--- config.mk ---
export PLATFORM = sky130hd
export DESIGN_NAME = tsc_ram
export DESIGN_NICKNAME = d
export VERILOG_FILES = /design/src/trie_string_counter_assert.svh /design/src/tsc_ram.sv
export SDC_FILE = /design/constraint.sdc
export NUM_CORES = 1
export LEC_CHECK = 0
export BUFFER_PORTS_ARGS = -buffer_cell sky130_fd_sc_hd__clkbuf_2
export CAP_MARGIN = 40
export CORE_AREA = 2 2 208 148
export DETAILED_ROUTE_END_ITERATION = 7
export DIE_AREA = 0 0 210 150
export GPL_TIMING_DRIVEN = 0
export PLACE_DENSITY = 0.48
export SLEW_MARGIN = 20
export SYNTH_ARGS = -nofsm -noshare
export SYNTH_HDL_FRONTEND = slang
export SYNTH_SLANG_ARGS = --single-unit
export TNS_END_PERCENT = 5
--- constraint.sdc ---
create_clock -name i_clk -period 3.13 [get_ports i_clk]
set_input_delay 0.4695 -clock i_clk [delete_from_list [all_inputs] [get_ports i_clk]]
set_output_delay 0.4695 -clock i_clk [all_outputs]
set_load 0.01 [all_outputs]
--- src/trie_string_counter_assert.svh ---
// ----------------------------------------------------------------------
// trie_string_counter_assert: assertion macros used by the trie string counter RTL.
// Each macro checks one implication on the rising clock edge, outside reset.
// ----------------------------------------------------------------------
`ifndef TRIE_STRING_COUNTER_ASSERT_SVH
`define TRIE_STRING_COUNTER_ASSERT_SVH

// The consequent must hold in the same cycle as the antecedent.
`define TSC_ASSERT_IMP(label, clk, rst_n, ante, cons) \
    label: assert property (@(posedge clk) disable iff (!rst_n) (ante) |-> (cons)) \
        else $error("assertion failed");

// The consequent must hold in the cycle after the antecedent.
`define TSC_ASSERT_NEXT(label, clk, rst_n, ante, cons) \
    label: assert property (@(posedge clk) disable iff (!rst_n) (ante) |=> (cons)) \
        else $error("assertion failed");

`endif

--- src/tsc_ram.sv ---
// ----------------------------------------------------------------------
// tsc_ram: generic simple dual-port RAM.
// One write port and one read port with registered read data.
// ----------------------------------------------------------------------
module tsc_ram #(
    parameter int WIDTH = 16,
    parameter int DEPTH = 16
) (
    input  logic                     i_clk,
    input  logic                     i_we,
    input  logic [$clog2(DEPTH)-1:0] i_waddr,
    input  logic [WIDTH-1:0]         i_wdata,
    input  logic                     i_re,
    input  logic [$clog2(DEPTH)-1:0] i_raddr,
    output logic [WIDTH-1:0]         o_rdata
);

    logic [WIDTH-1:0] r_mem [DEPTH];
    logic [WIDTH-1:0] r_rdata;

    always_ff @(posedge i_clk) begin
        if (i_we) begin
            r_mem[i_waddr] <= i_wdata;
        end
        if (i_re) begin
            r_rdata <= r_mem[i_raddr];
        end
    end

    assign o_rdata = r_rdata;

endmodule

After elaboration in Yosys (flattened, before gate mapping)
Memory sizes are Yosys's and may differ from the RTL's. A register that Yosys moved wholly into a read port is not among the register bits.
Cells that the tools add are included.
{"block": "totals", "mem_count": 1, "mem_bits_rw": 256, "output_inout_bits": 16, "wordCells": 3, "register_bits": 0}
{"block": "classes", "n_mux": 2}
{"name": "r_mem", "depth": 16, "width": 16, "read_ports": 1, "rd_clocked_by_memory_dff": 1, "wr": 1, "line": "tsc_ram.sv:18", "text": "logic [WIDTH-1:0] r_mem [DEPTH];"}
{"op": "1-bit two-way mux", "n": 2}

Logic depth before layout (Yosys ltp)
{"block": "depth", "depth_word": 2, "ltp_mapped": 5, "ltp_nobuf": 3}

Worst setup path after synthesis
No wires, ideal clock.
{"block": "synth_timing", "path_type": "input-to-reg", "start": "input i_waddr[2]", "end": "memory r_mem[0][0], enable pin", "setup_ps": 409, "t_arrival_ps": 2115, "t_required_ps": 2721, "slack_ps": 605, "cell_stages": 2, "cell_sequence": "or3b_2 -> nor3_1"}
{"item": "start, declared", "line": "tsc_ram.sv:11", "text": "input logic [$clog2(DEPTH)-1:0] i_waddr,"}
{"item": "end, declared", "line": "tsc_ram.sv:18"}
Straight into the memory's write port.

==> summary.md <==
| Metric | Value |
|---|---|
| Met3 Use GR | 0.0220 |
| VDD IR-drop max | about 0.00040 V |
| Die Width | 210 um |
| Core area | 29,600 um2 |
| MaxCap Viol Count | 0 |
| DRC | 0 |
| Crit path kind | input port to flop |
| CTS Buffer Depth | 3 |
| Crit path capture type | flop |
| Crit path max fanout | 10 |
| ANT nets after route | 0 |
| Max Slew Vio Count | 0 |
| TritonRoute pass-1 iters | 5 |
| Clock power frac | 0.413 |
| Status | finished clean |
| GRT met1 Usage | 0.241 |
| CTS Buf Count | 26 |
| Hold WC Path Type | input port to flop |
| CTS root buf | clkbuf_16 |
| Lkg Pwr | between 3 and 4 nW |
| N_diodes | 0 |
| Period utilisation layout | 0.600 |
| Initial antenna violation count | 0 |
| Synth unique cells | 18 |
| Pwr/cell area | 637 nW/um2 |
| Port Buf Inserts | 40 |
| Hold-fix buffers, CTS | 0 |
| Post-synthesis cell count | between 400 and 500 |
| Final core occ | 0.407 |
| Data arrival time of the worst path | 2.26 ns |
| Clk_skew | approximately 0.011 ns |
| H-tree depth | 1 |
| Min Tclk post-route | 1.88 ns |
| Total wire length | around 23,000 um |
| Final GP Congestion | about 0.70 |
| Gr usage total | 0.150 |
| Fillers | ~2,600 |
| Pin count of the biggest net entering global routing | 17 |
| Synth-to-layout area growth | 18.3% |
| Share of cells above drive strength 1 | 0.321 |
| Worst Reg-to-Reg Cells | 3 |
| Busiest grt layer | met1 |
| Via count | approximately 4,600 |
| Comb power frac | 0.051 |
| Hold Fails Final Rpt | 0 |
| # IOs | 43 |
| Postcts setup bufs | 0 |
| Switching power share of the total | 0.200 |
| Slew headroom | 0.444 |
| Cell area after synthesis | between 10,000 and 15,000 um2 |
| Clk_lat worst skew | approximately 0.53 ns |
| Reg power frac | 0.536 |
| TritonCTS clock tree | yes |
| Synthesized Nets | roughly 460 |
| Clock slew at reported path FFs | approximately 0.060 ns |
| Detailed Route Iter0 Violations | 351 |
| Die area | roughly 32,000 um2 |
| Net switching power | between 1.5 and 2 mW |
| Slew @ Worst Pin | approximately 0.83 ns |
| Synthesis Warnings | 0 |
| Hold path depth | 1 |
| Area occupied by multi-input gates | 2010 um2 |
| Mean Syn Cell Area | ~24 um2 |
| Grt total ovfl | 0 |
| First-pass GRT wire length | ~33,000 um |
| Setup_tns | 0 ns |
| Met2 Use GR | 0.213 |
| Clock tree sinks | roughly 270 |
| Die H | roughly 150 um |
| Initial Util | 0.344 |
| Type of origin of the critical path | input port |
| Final net count | between 500 and 600 |
| DR vias/cell | around 5.0 |
| Int Pwr | about 6 mW |
| Sequential area share after synthesis | 0.800 |
| Post-synthesis sequential element count | about 270 |
| Row cnt | 53 |
| Fmax | ~530 MHz |
| Unrepaired setup endpoints after global routing | no |
| Worst Path Required | approximately 3.5 ns |
| DR WL/cell | about 25 um |
| Dpl hpwl | roughly 15,000 um |
| Post_cts resized | 0 |
| Setup Viol. Count Final | 0 |
| FF/Latch Area | 8170 um2 |
| Vias in the first global route | 4,894 |
==> layout make-up <==
| class | count | area share |
|---|---|---|
| plain buffers | 21 | 0.0103 |
| clock buffers | 32 | 0.0575 |
| clock inverters | 15 | 0.0141 |
| multi-input cells | 139 | 0.166 |
| flip-flops and latches | 272 | 0.677 |
| well taps | 385 | 0.0399 |
| repair buffers | 57 | 0.0349 |
==> cells in the final DEF, fill, tap and decap left out <==
| cell type | Yosys | final |
|---|---|---|
| nand3b_1 | 2 | 2 |
| clkinv_1 | 0 | 8 |
| edfxtp_1 | 272 | 272 |
| buf_8 | 0 | 3 |
| nand3_1 | 1 | 1 |
| clkbuf_16 | 0 | 27 |
| buf_2 | 3 | 3 |
| or3b_2 | 1 | 1 |
| nor2_1 | 13 | 1 |
| nand2b_1 | 2 | 2 |
| buf_1 | 3 | 3 |
| buf_16 | 0 | 3 |
| and2_1 | 1 | 1 |
| buf_6 | 4 | 7 |
| a22oi_1 | 32 | 32 |
| clkinvlp_4 | 0 | 2 |
| nor2_4 | 0 | 9 |
| mux4_2 | 54 | 54 |
| clkbuf_2 | 0 | 40 |
| clkbuf_1 | 8 | 13 |
| buf_4 | 3 | 11 |
| mux4_1 | 10 | 10 |
| nor3_2 | 0 | 4 |
| nand2_1 | 17 | 17 |
| bufinv_16 | 0 | 4 |
| clkinv_2 | 0 | 1 |
| nor2b_1 | 2 | 2 |
| nor2_2 | 0 | 3 |
==> registers in the layout, indices dropped and copies added, names as in the netlist <==
signal and flops:
o_rdata 16, r_mem 256
==> power by group through the flow <==
stage          Clock, mW  Sequential (mW)  Combinational (mW)
3_3_place_gp           0             4.20               0.373
4_1_cts             3.26             4.12               0.403
3_5_place_dp           0             4.20               0.402
2_1_floorplan          0             4.21               0.199
6_report            3.18             4.12               0.394
5_1_grt             3.40             4.13               0.429
==> metrics by stage <==
| stage | power, mW | instance area [um2] | instances | worst slack (ns) | hold WS (ns) |
|---|---|---|---|---|---|
| after detailed placement | 4.60 | 11200 | 873 | 0.636 | 0.735 |
| after global placement | 4.57 | 10900 | 857 | -1.20 | 0.735 |
| after global routing | 7.95 | 12100 | 921 | 1.14 | 0.355 |
| after CTS | 7.78 | 12100 | 920 | 1.19 | 0.312 |
| final | 7.69 | 12100 | 921 | 1.25 | 0.325 |
| after floorplan | 4.40 | 10200 | 432 | 0.605 | 0.568 |
==> layer usage <==
layer / wire length (um) / part of all wire
met2: 9580 / 0.42
met4: 489 / 0.021
met1: 11600 / 0.50
met5: 0 / 0
met3: 1380 / 0.060
==> cell usage after synthesis <==
cell type | count | area [um2]
nor3_1 | 4 | 20.0
nand3_1 | 1 | 5.00
nand3b_1 | 2 | 15.0
or3b_2 | 1 | 8.76
buf_4 | 3 | 22.5
nand2_1 | 17 | 63.8
edfxtp_1 | 272 | 8170
a22oi_1 | 32 | 240
buf_2 | 3 | 15.0
and2_1 | 1 | 6.26
buf_1 | 3 | 11.3
nor2_1 | 13 | 48.8
mux4_1 | 10 | 263
nor2b_1 | 2 | 12.5
nand2b_1 | 2 | 12.5
buf_6 | 4 | 45.0
clkbuf_1 | 8 | 30.0
mux4_2 | 54 | 1220
==> critical path: stages <==
cell and delay, ns:
clkbuf_2 0.10, nor2_1 0.63, clkbuf_1 0.66, a22oi_1 0.22, nand2_1 0.17
==> kinds of logic (layout without fill, tap and decap cells) <==
group,Yosys count,in the layout,synth area share
mux,64,64,0.145
compound gates,32,32,0.0235
simple gates,43,43,0.0189
flops,272,272,0.800
buf+inv,21,125,0.0121
==> final timing paths <==
path	from	end	slack, ns
max	i_raddr[2]	o_rdata[6]	1.25
min	i_wdata[4]	r_mem[4][4]	0.33
max reg2reg	r_mem[11][10]	o_rdata[10]	1.62
min reg2reg	r_mem[12][14]	o_rdata[14]	0.75
No activity file was read; power rests on OpenSTA's default activity.
